File: config.mk
export PLATFORM = sky130hd
export DESIGN_NAME = deadline_timer_queue_core
export DESIGN_NICKNAME = d
export VERILOG_FILES = /design/src/rtl/dtq_pkg.sv /design/src/rtl/dtq_front.sv /design/src/rtl/dtq_back.sv /design/src/rtl/deadline_timer_queue_core.sv
export SDC_FILE = /design/constraint.sdc
export NUM_CORES = 2
export LEC_CHECK = 0
export BUFFER_PORTS_ARGS = -buffer_cell sky130_fd_sc_hd__clkbuf_2
export CELL_PAD_IN_SITES_DETAIL_PLACEMENT = 1
export CELL_PAD_IN_SITES_GLOBAL_PLACEMENT = 1
export CORE_MARGIN = 3
export CORE_UTILIZATION = 54
export DETAILED_ROUTE_END_ITERATION = 16
export PLACE_DENSITY_LB_ADDON = 0.1
export SYNTH_ARGS = -nofsm -noshare
export SYNTH_HDL_FRONTEND = slang
export SYNTH_SLANG_ARGS = --single-unit
File: constraint.sdc
create_clock -name i_clk -period 8.4 [get_ports i_clk]
set_input_delay 1.26 -clock i_clk [delete_from_list [all_inputs] [get_ports i_clk]]
set_output_delay 1.26 -clock i_clk [all_outputs]
set_load 0.01 [all_outputs]
File: src/rtl/dtq_pkg.sv
package dtq_pkg;

    localparam int NUM_SLOTS = 16;
    localparam int TIME_BITS = 48;
    localparam int SLOT_W    = $clog2(NUM_SLOTS);
    localparam int SLOT_BITS = 4;
    localparam int PERIOD_W  = 32;
    localparam int DELAY_W   = 48;
    localparam int REQ_W     = 3;
    localparam int MAX_RES   = 16;
    localparam int CNT_W     = $clog2(MAX_RES + 1);

    localparam logic [DELAY_W-1:0] DELAY_ALL = '1;

    // request codes on the input port
    localparam logic [REQ_W-1:0] REQ_TICK    = 3'd0;
    localparam logic [REQ_W-1:0] REQ_ADD     = 3'd1;
    localparam logic [REQ_W-1:0] REQ_CANCEL  = 3'd2;
    localparam logic [REQ_W-1:0] REQ_REFRESH = 3'd3;
    localparam logic [REQ_W-1:0] REQ_RESET   = 3'd4;
    localparam logic [REQ_W-1:0] REQ_QUERY   = 3'd5;

    typedef logic [TIME_BITS-1:0] t_time;

    typedef enum logic [2:0] {
        OP_TICK,
        OP_ADD,
        OP_CANCEL,
        OP_REFRESH,
        OP_RESET,
        OP_QUERY,
        OP_BAD
    } t_op;

    typedef struct packed {
        t_op                  op;
        logic [SLOT_BITS-1:0] slot;
        logic [PERIOD_W-1:0]  period;
        logic                 recurring;
        logic                 restart;
    } t_req;

    // saturating add of a period to a time value
    function automatic t_time sat_add(input t_time a, input logic [PERIOD_W-1:0] b);
        logic [TIME_BITS:0] s;
        s = {1'b0, a} + (TIME_BITS + 1)'(b);
        sat_add = s[TIME_BITS] ? '1 : s[TIME_BITS-1:0];
    endfunction

    function automatic t_op classify(input logic [REQ_W-1:0] code);
        t_op op;
        unique case (code)
            REQ_TICK:    op = OP_TICK;
            REQ_ADD:     op = OP_ADD;
            REQ_CANCEL:  op = OP_CANCEL;
            REQ_REFRESH: op = OP_REFRESH;
            REQ_RESET:   op = OP_RESET;
            REQ_QUERY:   op = OP_QUERY;
            default:     op = OP_BAD;
        endcase
        classify = op;
    endfunction

endpackage

File: src/rtl/dtq_front.sv
module dtq_front (
    input  logic                          i_clk,
    input  logic                          i_rst_n,
    input  logic                          i_valid,
    output logic                          o_stall,
    input  logic [dtq_pkg::REQ_W-1:0]     i_req_type,
    input  logic [dtq_pkg::SLOT_BITS-1:0] i_slot,
    input  logic [dtq_pkg::PERIOD_W-1:0]  i_period_ms,
    input  logic                          i_recurring,
    input  logic                          i_restart,
    output logic                          o_req_valid,
    output dtq_pkg::t_req                 o_req,
    input  logic                          i_pop
);
    import dtq_pkg::*;

    t_req       r_q [2];
    logic       r_wp;
    logic       r_rp;
    logic [1:0] r_cnt;
    logic       push;
    logic       pop;

    assign o_stall     = (r_cnt == 2'd2);
    assign o_req_valid = (r_cnt != 2'd0);
    assign o_req       = r_q[r_rp];
    assign push        = i_valid && !o_stall;
    assign pop         = i_pop && o_req_valid;

    // store classified transactions
    always_ff @(posedge i_clk) begin
        if (push) begin
            r_q[r_wp] <= '{op: classify(i_req_type), slot: i_slot, period: i_period_ms,
                           recurring: i_recurring, restart: i_restart};
        end
    end

    // advance queue pointers
    always_ff @(posedge i_clk) begin
        if (!i_rst_n) begin
            r_wp  <= 1'b0;
            r_rp  <= 1'b0;
            r_cnt <= 2'd0;
        end else begin
            if (push) r_wp <= ~r_wp;
            if (pop)  r_rp <= ~r_rp;
            if (push && !pop)      r_cnt <= r_cnt + 2'd1;
            else if (pop && !push) r_cnt <= r_cnt - 2'd1;
        end
    end

endmodule

File: src/rtl/dtq_back.sv
module dtq_back (
    input  logic                          i_clk,
    input  logic                          i_rst_n,
    input  logic                          i_req_valid,
    input  dtq_pkg::t_req                 i_req,
    output logic                          o_pop,
    output logic                          o_valid,
    input  logic                          i_stall,
    output logic [dtq_pkg::SLOT_BITS-1:0] o_slot_id,
    output logic                          o_ok,
    output logic                          o_expired,
    output logic                          o_front_notice,
    output logic [dtq_pkg::DELAY_W-1:0]   o_next_delay,
    output logic                          o_last
);
    import dtq_pkg::*;

    typedef enum logic [3:0] {
        S_IDLE, S_SLOT, S_SHIFT, S_ESCAN, S_MSCAN, S_QDONE, S_TSCAN, S_TEMIT, S_EMIT
    } t_state;

    t_state                r_state;
    t_req                  r_req;
    t_time                 r_now;
    logic [NUM_SLOTS-1:0]  r_active;
    t_time                 r_dl  [NUM_SLOTS];
    logic [PERIOD_W-1:0]   r_per [NUM_SLOTS];
    logic                  r_rec [NUM_SLOTS];
    logic                  r_pend;
    logic [SLOT_W-1:0]     r_idx;
    logic [SLOT_W-1:0]     r_tgt;
    logic [NUM_SLOTS-1:0]  r_mask;
    logic [CNT_W-1:0]      r_cnt;
    logic                  r_flag;
    logic                  r_any;
    t_time                 r_best;
    t_time                 r_newdl;
    logic                  r_up;
    logic [PERIOD_W-1:0]   r_delta;
    logic [SLOT_BITS-1:0]  r_rid;
    logic                  r_rok;
    logic                  r_rfn;
    logic [DELAY_W-1:0]    r_rnd;

    t_time                 rd_dl;
    logic [PERIOD_W-1:0]   rd_per;
    logic                  rd_rec;
    logic                  emit_ok;
    logic                  emit_now;
    logic                  last_idx;
    logic                  free_any;
    logic [SLOT_W-1:0]     free_idx;
    t_time                 add_dl;
    logic                  in_range;
    logic                  slot_valid;
    logic                  earlier;
    logic                  flag_n;
    logic                  higher;
    logic                  due;
    logic [NUM_SLOTS-1:0]  mask_n;
    t_time                 shift_dl;
    t_time                 diff;
    logic [63:0]           diff64;
    logic [DELAY_W-1:0]    delay;
    logic                  t_emit;
    logic                  t_step;

    // single read port at the scan index
    assign rd_dl    = r_dl[r_idx];
    assign rd_per   = r_per[r_idx];
    assign rd_rec   = r_rec[r_idx];
    assign emit_ok  = !o_valid || !i_stall;
    assign last_idx = (r_idx == SLOT_W'(NUM_SLOTS - 1));
    assign o_pop    = (r_state == S_IDLE) && i_req_valid;
    assign add_dl   = sat_add(r_now, i_req.period);

    // lowest free slot
    always_comb begin
        free_any = 1'b0;
        free_idx = '0;
        for (int k = NUM_SLOTS - 1; k >= 0; k--) begin
            if (!r_active[k]) begin
                free_any = 1'b1;
                free_idx = SLOT_W'(k);
            end
        end
    end

    assign in_range   = ({1'b0, r_req.slot} < (SLOT_BITS + 1)'(NUM_SLOTS));
    assign slot_valid = in_range && r_active[r_idx];

    // earliest check: lower deadline, or equal deadline at a lower slot
    assign earlier = r_active[r_idx] && (r_idx != r_tgt) &&
                     ((rd_dl < r_newdl) || ((rd_dl == r_newdl) && (r_idx < r_tgt)));
    assign flag_n  = r_flag && !earlier;

    assign due    = r_active[r_idx] && (rd_dl <= r_now);
    always_comb begin
        mask_n        = r_mask;
        mask_n[r_idx] = due;
    end
    assign higher = |((r_mask >> r_idx) >> 1);
    assign t_emit = r_mask[r_idx] && (r_cnt < CNT_W'(MAX_RES));
    assign t_step = !t_emit || emit_ok;

    // load the output register this cycle
    assign emit_now = ((r_state == S_TEMIT) && t_step && t_emit) ||
                      ((r_state == S_EMIT) && emit_ok);

    assign shift_dl = r_up ? sat_add(rd_dl, r_delta) :
                      ((rd_dl >= TIME_BITS'(r_delta)) ? rd_dl - TIME_BITS'(r_delta) : '0);

    // time left to the earliest deadline
    assign diff   = r_best - r_now;
    assign diff64 = 64'(diff);
    always_comb begin
        if (!r_any)                    delay = DELAY_ALL;
        else if (r_best <= r_now)      delay = '0;
        else if (diff64 >= 64'(DELAY_ALL)) delay = DELAY_ALL - DELAY_W'(1);
        else                           delay = DELAY_W'(diff64);
    end

    // slot table writes
    always_ff @(posedge i_clk) begin
        priority case (r_state)
            S_IDLE: begin
                if (i_req_valid && i_req.op == OP_ADD && free_any) begin
                    r_dl[free_idx]  <= add_dl;
                    r_per[free_idx] <= i_req.period;
                    r_rec[free_idx] <= i_req.recurring;
                end
            end
            S_SLOT: begin
                if (slot_valid && r_req.op == OP_REFRESH)
                    r_dl[r_idx] <= sat_add(r_now, rd_per);
                if (slot_valid && r_req.op == OP_RESET && r_req.restart) begin
                    r_dl[r_idx]  <= sat_add(r_now, r_req.period);
                    r_per[r_idx] <= r_req.period;
                end
            end
            S_SHIFT: begin
                r_dl[r_idx]  <= shift_dl;
                r_per[r_idx] <= r_req.period;
            end
            S_TEMIT: begin
                if (t_step && r_mask[r_idx] && rd_rec)
                    r_dl[r_idx] <= sat_add(r_now, rd_per);
            end
            default: ;
        endcase
    end

    // request sequencer and output register
    always_ff @(posedge i_clk) begin
        if (!i_rst_n) begin
            r_state  <= S_IDLE;
            r_now    <= '0;
            r_active <= '0;
            r_pend   <= 1'b0;
            o_valid  <= 1'b0;
        end else begin
            if (emit_now)      o_valid <= 1'b1;
            else if (!i_stall) o_valid <= 1'b0;
            unique case (r_state)
                S_IDLE: begin
                    if (i_req_valid) begin
                        r_req <= i_req;
                        r_rfn <= 1'b0;
                        r_rnd <= '0;
                        unique case (i_req.op)
                            OP_TICK: begin
                                r_now   <= r_now + TIME_BITS'(1);
                                r_rid   <= '0;
                                r_rok   <= 1'b0;
                                r_idx   <= '0;
                                r_mask  <= '0;
                                r_state <= S_TSCAN;
                            end
                            OP_ADD: begin
                                r_idx <= '0;
                                if (free_any) begin
                                    r_active[free_idx] <= 1'b1;
                                    r_tgt   <= free_idx;
                                    r_newdl <= add_dl;
                                    r_flag  <= 1'b1;
                                    r_rid   <= SLOT_BITS'(free_idx);
                                    r_rok   <= 1'b1;
                                    r_state <= S_ESCAN;
                                end else begin
                                    r_rid   <= '0;
                                    r_rok   <= 1'b0;
                                    r_state <= S_EMIT;
                                end
                            end
                            OP_QUERY: begin
                                r_pend  <= 1'b0;
                                r_idx   <= '0;
                                r_any   <= 1'b0;
                                r_rid   <= '0;
                                r_rok   <= 1'b1;
                                r_state <= S_MSCAN;
                            end
                            OP_CANCEL, OP_REFRESH, OP_RESET: begin
                                r_idx   <= SLOT_W'(i_req.slot);
                                r_rid   <= '0;
                                r_rok   <= 1'b0;
                                r_state <= S_SLOT;
                            end
                            default: begin
                                r_rid   <= '0;
                                r_rok   <= 1'b0;
                                r_state <= S_EMIT;
                            end
                        endcase
                    end
                end
                S_SLOT: begin
                    r_rok <= slot_valid;
                    if (slot_valid && r_req.op == OP_CANCEL)
                        r_active[r_idx] <= 1'b0;
                    if (slot_valid && r_req.op == OP_RESET) begin
                        r_tgt <= r_idx;
                        if (r_req.restart) begin
                            r_newdl <= sat_add(r_now, r_req.period);
                            r_idx   <= '0;
                            r_flag  <= 1'b1;
                            r_state <= S_ESCAN;
                        end else begin
                            r_up    <= (r_req.period >= rd_per);
                            r_delta <= (r_req.period >= rd_per) ? r_req.period - rd_per
                                                                : rd_per - r_req.period;
                            r_state <= S_SHIFT;
                        end
                    end else begin
                        r_state <= S_EMIT;
                    end
                end
                S_SHIFT: begin
                    r_newdl <= shift_dl;
                    r_idx   <= '0;
                    r_flag  <= 1'b1;
                    r_state <= S_ESCAN;
                end
                S_ESCAN: begin
                    r_flag <= flag_n;
                    r_idx  <= r_idx + SLOT_W'(1);
                    if (last_idx) begin
                        r_rfn   <= flag_n && !r_pend;
                        if (flag_n && !r_pend) r_pend <= 1'b1;
                        r_state <= S_EMIT;
                    end
                end
                S_MSCAN: begin
                    if (r_active[r_idx] && (!r_any || rd_dl < r_best)) begin
                        r_best <= rd_dl;
                        r_any  <= 1'b1;
                    end
                    r_idx <= r_idx + SLOT_W'(1);
                    if (last_idx) r_state <= S_QDONE;
                end
                S_QDONE: begin
                    r_rnd   <= delay;
                    r_state <= S_EMIT;
                end
                S_TSCAN: begin
                    r_mask <= mask_n;
                    r_idx  <= r_idx + SLOT_W'(1);
                    if (last_idx) begin
                        r_cnt <= '0;
                        if (mask_n == '0) begin
                            r_rok   <= 1'b1;
                            r_state <= S_EMIT;
                        end else begin
                            r_state <= S_TEMIT;
                        end
                    end
                end
                S_TEMIT: begin
                    if (t_step) begin
                        if (r_mask[r_idx] && !rd_rec) r_active[r_idx] <= 1'b0;
                        if (t_emit) begin
                            o_slot_id      <= SLOT_BITS'(r_idx);
                            o_ok           <= 1'b1;
                            o_expired      <= 1'b1;
                            o_front_notice <= 1'b0;
                            o_next_delay   <= '0;
                            o_last         <= !higher || (r_cnt == CNT_W'(MAX_RES - 1));
                            r_cnt          <= r_cnt + CNT_W'(1);
                        end
                        r_idx <= r_idx + SLOT_W'(1);
                        if (last_idx) r_state <= S_IDLE;
                    end
                end
                S_EMIT: begin
                    if (emit_ok) begin
                        o_slot_id      <= r_rid;
                        o_ok           <= r_rok;
                        o_expired      <= 1'b0;
                        o_front_notice <= r_rfn;
                        o_next_delay   <= r_rnd;
                        o_last         <= 1'b1;
                        r_state        <= S_IDLE;
                    end
                end
                default: r_state <= S_IDLE;
            endcase
        end
    end

endmodule

File: src/rtl/deadline_timer_queue_core.sv
// Channel | Direction | Handshake        | Payload
// request | in        | i_valid/o_stall  | i_req_type i_slot i_period_ms i_recurring i_restart
// result  | out       | o_valid/i_stall  | o_slot_id o_ok o_expired o_front_notice
//         |           |                  | o_next_delay o_last
//
// Cancel, refresh, a reset of an inactive slot, bad codes and add on a full table need no
// scan. Add, reset and query scan the deadline table one slot a cycle; a reset with shift
// first adjusts the deadline, and query then loads the delay. Tick scans once to mark due
// slots and, if any are due, walks the table again to report them; i_stall holds that walk.
// A two-entry request queue decouples intake from execution; o_stall rises when full.
// Results sit in an output register; i_stall holds it and pauses the sequencer.
// i_rst_n is synchronous: it clears the clock, the active marks and the notice flag.
module deadline_timer_queue_core (
    input  logic                          i_clk,
    input  logic                          i_rst_n,
    input  logic                          i_valid,
    output logic                          o_stall,
    input  logic [dtq_pkg::REQ_W-1:0]     i_req_type,
    input  logic [dtq_pkg::SLOT_BITS-1:0] i_slot,
    input  logic [dtq_pkg::PERIOD_W-1:0]  i_period_ms,
    input  logic                          i_recurring,
    input  logic                          i_restart,
    output logic                          o_valid,
    input  logic                          i_stall,
    output logic [dtq_pkg::SLOT_BITS-1:0] o_slot_id,
    output logic                          o_ok,
    output logic                          o_expired,
    output logic                          o_front_notice,
    output logic [dtq_pkg::DELAY_W-1:0]   o_next_delay,
    output logic                          o_last
);
    import dtq_pkg::*;

    logic req_valid;
    t_req req;
    logic pop;

    // intake and classify
    dtq_front u_front (
        .i_clk       (i_clk),
        .i_rst_n     (i_rst_n),
        .i_valid     (i_valid),
        .o_stall     (o_stall),
        .i_req_type  (i_req_type),
        .i_slot      (i_slot),
        .i_period_ms (i_period_ms),
        .i_recurring (i_recurring),
        .i_restart   (i_restart),
        .o_req_valid (req_valid),
        .o_req       (req),
        .i_pop       (pop)
    );

    // execute against the slot table
    dtq_back u_back (
        .i_clk          (i_clk),
        .i_rst_n        (i_rst_n),
        .i_req_valid    (req_valid),
        .i_req          (req),
        .o_pop          (pop),
        .o_valid        (o_valid),
        .i_stall        (i_stall),
        .o_slot_id      (o_slot_id),
        .o_ok           (o_ok),
        .o_expired      (o_expired),
        .o_front_notice (o_front_notice),
        .o_next_delay   (o_next_delay),
        .o_last         (o_last)
    );

    // expiry reports are always successful
    a_expired_ok: assert property (@(posedge i_clk) disable iff (!i_rst_n)
        o_valid && o_expired |-> o_ok)
        else $error("expired result without ok");

    // only tick expiry bursts span several results
    a_single_last: assert property (@(posedge i_clk) disable iff (!i_rst_n)
        o_valid && !o_expired |-> o_last)
        else $error("non-expiry result not marked last");

    // a front notice comes only on a successful single result
    a_notice_ok: assert property (@(posedge i_clk) disable iff (!i_rst_n)
        o_valid && o_front_notice |-> o_ok && o_last && !o_expired && o_next_delay == '0)
        else $error("front notice on a bad result");

endmodule

==> out/metrics.json <==
{
  "worst_setup_path": {
    "rr_worst_depth": 15,
    "cp_max_fo": 23,
    "arrival_ns": 8.34,
    "timing.critical_path.slowest_stage_cell": "sky130_fd_sc_hd__a32oi_1",
    "cp.required_ns": 8.85,
    "timing.critical_path.depth": 15,
    "path_class": "reg2reg",
    "worstSetupStartpointType": "register",
    "critical-path-top-cell-by-count": "sky130_fd_sc_hd__nand2_1",
    "critPathMaxStageDelay_ns": 1.02,
    "worst_path_buffer_plus_inverter_count": 1,
    "critical_path.endpoint_type": "register",
    "worst_path_dominant_cell_family": "compound AO/OA/AOI/OAI gates",
    "cp_cell_sequence": "buf_4 > mux4_2 > mux4_2 > ha_1 > nor2b_1 > o31a_1 > o31ai_1 > o211ai_1 > a32oi_1 > nand2_1 > nand2_1 > nand2_1 > o21ai_0 > o21ai_0 > a2bb2oi_1"
  },
  "global_route": {
    "wire_length_of_the_first_global_routing_pass_um": 465900,
    "grt_max_degree": 63,
    "grt_antenna_before_repair": 10,
    "gr-total-overflow": 0,
    "track_usage_pct": 37.12,
    "vias_in_the_first_global_route": 65290
  },
  "route": {
    "drt_iter0_markers": 7759,
    "dr_wl_met2_um": 150300,
    "drt-vias-per-instance": 6.842,
    "wl_um": 323400,
    "routed-wl-met3_um": 25950,
    "drc_errors": 0,
    "highest_layer": "met5",
    "route.layer.met1.wl_um": 127900,
    "dr_total_vias": 64310,
    "average_detailed_routed_wire_length_per_instance_um": 34.41,
    "first_drt_pass_iteration_count": 6,
    "antenna_nets_post_route": 0
  },
  "clock_tree": {
    "cts.root.buffer_cell": "sky130_fd_sc_hd__clkbuf_16",
    "total_number_of_h_tree_levels": 4,
    "number_of_buffers_created_by_cts": 184,
    "cts.repair_timing.setup_buffer_count": 0,
    "tritoncts": "built",
    "tritoncts_num_sinks": 1763,
    "cts_hold_buf": 0,
    "clk_latency_ns": 0.87,
    "max-clock-path-buffers": 3,
    "cts.reportedPaths.clkPinSlew_ns": 0.06,
    "post_cts.resized_instances": 0
  },
  "flow_run": {
    "drv_cap": 0
  },
  "placement": {
    "dpl.hpwl_um": 229100,
    "io_buffer_count": 102,
    "instance_count_after_placement_with_tap_cells_included": 9062,
    "gpl.final_weighted_congestion": 1.032
  },
  "min_path": {
    "hold_depth": 1,
    "hold_path.class": "reg2reg"
  },
  "timing": {
    "maxSlewViolCount": 0,
    "worst_pin_slew_ns": 1.274,
    "final.setup_skew_ns": 0.03528,
    "rsz_0062_raised_after_global_routing": "no",
    "fmaxAchievable_mhz": 126.7,
    "max-slew-margin-rel_pct": 15.07,
    "timing.final.crit_share_pct": 93.97,
    "timing.final.setup_violations": 0,
    "final_hold_viol_count": 0,
    "final_sum_of_negative_setup_slack_ns": 0,
    "period_needed_ns": 7.893,
    "fin_worst_hold_slack_ns": 0.5136
  },
  "outcome": {
    "status": "finished, final reports clean"
  },
  "finish": {
    "fillCellCount": 15940,
    "register_area_um2": 52170,
    "area_growth_syn_to_layout_pct": 11.07,
    "utilization_pct": 60.74,
    "most_common_cell_after_layout_fill_and_taps_aside": "sky130_fd_sc_hd__edfxtp_1",
    "finish.cell_count_without_fillers": 9399,
    "layout_common_cells": "sky130_fd_sc_hd__edfxtp_1, sky130_fd_sc_hd__a21oi_1, sky130_fd_sc_hd__nand2_1",
    "multiInputGateArea_um2": 36330,
    "final_layout_size_suffix_gt1_share_pct": 15.51,
    "fin_nets": 7540
  },
  "logic_synthesis": {
    "synthFlopType": "sky130_fd_sc_hd__edfxtp_1",
    "ys_warn_count": 0,
    "count_of_flip_flops_with_a_built_in_enable_after_synthesis": 1684,
    "post_synthesis_sequential_area_ratio_pct": 57.41,
    "count_of_cell_types_in_the_netlist": 95,
    "synth.net_count": 7365,
    "synth_area_per_cell_um2": 13.19,
    "asyncSetResetFlopFracSynth_pct": 0,
    "synth.ff_latch_count": 1763,
    "mappedNetlistArea_um2": 90840,
    "postSynthCellCount": 6886
  },
  "die": {
    "row_count": 149,
    "start_util_pct": 54.69,
    "die-height_um": 416.2,
    "top_level_ports": 103,
    "design.die.area_um2": 173200,
    "core_um2": 166100,
    "die_w_um": 416.2
  },
  "pwr": {
    "power_density_over_the_cells_nw_per_um2": 391.2,
    "p_leak_nw": 35.76,
    "worst_ir_drop_vdd_mv": 0.2800
  }
}
sequential cells by signal (all words and copies together) (netlist names), 32 cells and up, named ones only:
| signal | count |
|---|---|
| u_back.r_dl | 768 |
| u_back.r_per | 512 |
| u_front.r_q | 82 |
| u_back.o_next_delay | 48 |
| u_back.r_best | 48 |
| u_back.r_newdl | 48 |
| u_back.r_now | 48 |
| u_back.r_rnd | 48 |
| u_back.r_req | 36 |
| u_back.r_delta | 32 |
logic make-up (layout without fill, tap and decap cells):
group / Yosys count / in the layout / share of synthesized area [%]
flops: 1763 / 1763 / 57.41
compound gates: 1647 / 1647 / 11.49
simple gates: 1619 / 1619 / 8.767
buf+inv: 686 / 1006 / 3.004
mux: 476 / 476 / 10.78
fa+ha+maj: 434 / 434 / 6.044
xor+xnor: 261 / 261 / 2.516
other cells: 0 / 4 / 0
power breakdown:
group	internal (mW)	total, mW	switching (mW)
registers	11.5	11.9	0.427
logic	6.80	19.5	12.7
clock network	4.52	8.04	3.53
final cells by class:
type	instances	share of cell area, %
sequential	1763	51.70
multi-input combinational	4437	36.01
clock buffer	229	4.783
tap	2189	2.714
timing repair buffer	320	2.475
inverter	355	1.321
clock inverter	102	0.9871
antenna	4	0.009920
synth_stat cells (all sizes together), types with 52 or more instances:
master | instances | area [um^2]
a211oi | 54 | 410.4
a21o | 169 | 1269
a21oi | 520 | 2603
a31oi | 63 | 394.1
and2 | 132 | 825.8
buf | 70 | 416.7
clkbuf | 261 | 979.7
dfxtp | 79 | 1582
edfxtp | 1684 | 50570
ha | 426 | 5330
inv | 352 | 1321
mux4 | 397 | 8949
nand2 | 447 | 1685
nand2b | 64 | 400.4
nand3 | 156 | 780.8
nand4 | 97 | 606.8
nor2 | 351 | 1318
nor2b | 65 | 406.6
nor3 | 95 | 475.5
o21a | 52 | 391.6
o21ai | 354 | 1794
o21bai | 59 | 442.9
xnor2 | 186 | 1629
xor2 | 75 | 656.9
final timing paths:
path,slack (ns),end,from
max,0.51,u_back.r_dl[6][7],register
min,0.51,u_back.r_pend,u_back.r_pend
max reg2reg,0.51,u_back.r_dl[6][7],register
min reg2reg,0.51,u_back.r_pend,u_back.r_pend
routing by layer:
layer / vias up / track usage, %
met1: 33200 / 50.18
met3: 753 / 6.143
li1: 27020 / -
met2: 3337 / 58.42
met5: - / 0
met4: 2 / 19.05
per-stage QoR:
step                power, mW  worst slack, ns  area [um^2]
floorplan               23.98            1.235        90840
global placement        30.41           0.9715        95050
detailed placement      31.01           0.7476        95050
CTS                     39.16           0.7139       100900
global route            41.14           0.1010       100900
finish                  39.47           0.5065       100900
(Power assumes the default switching activity.)
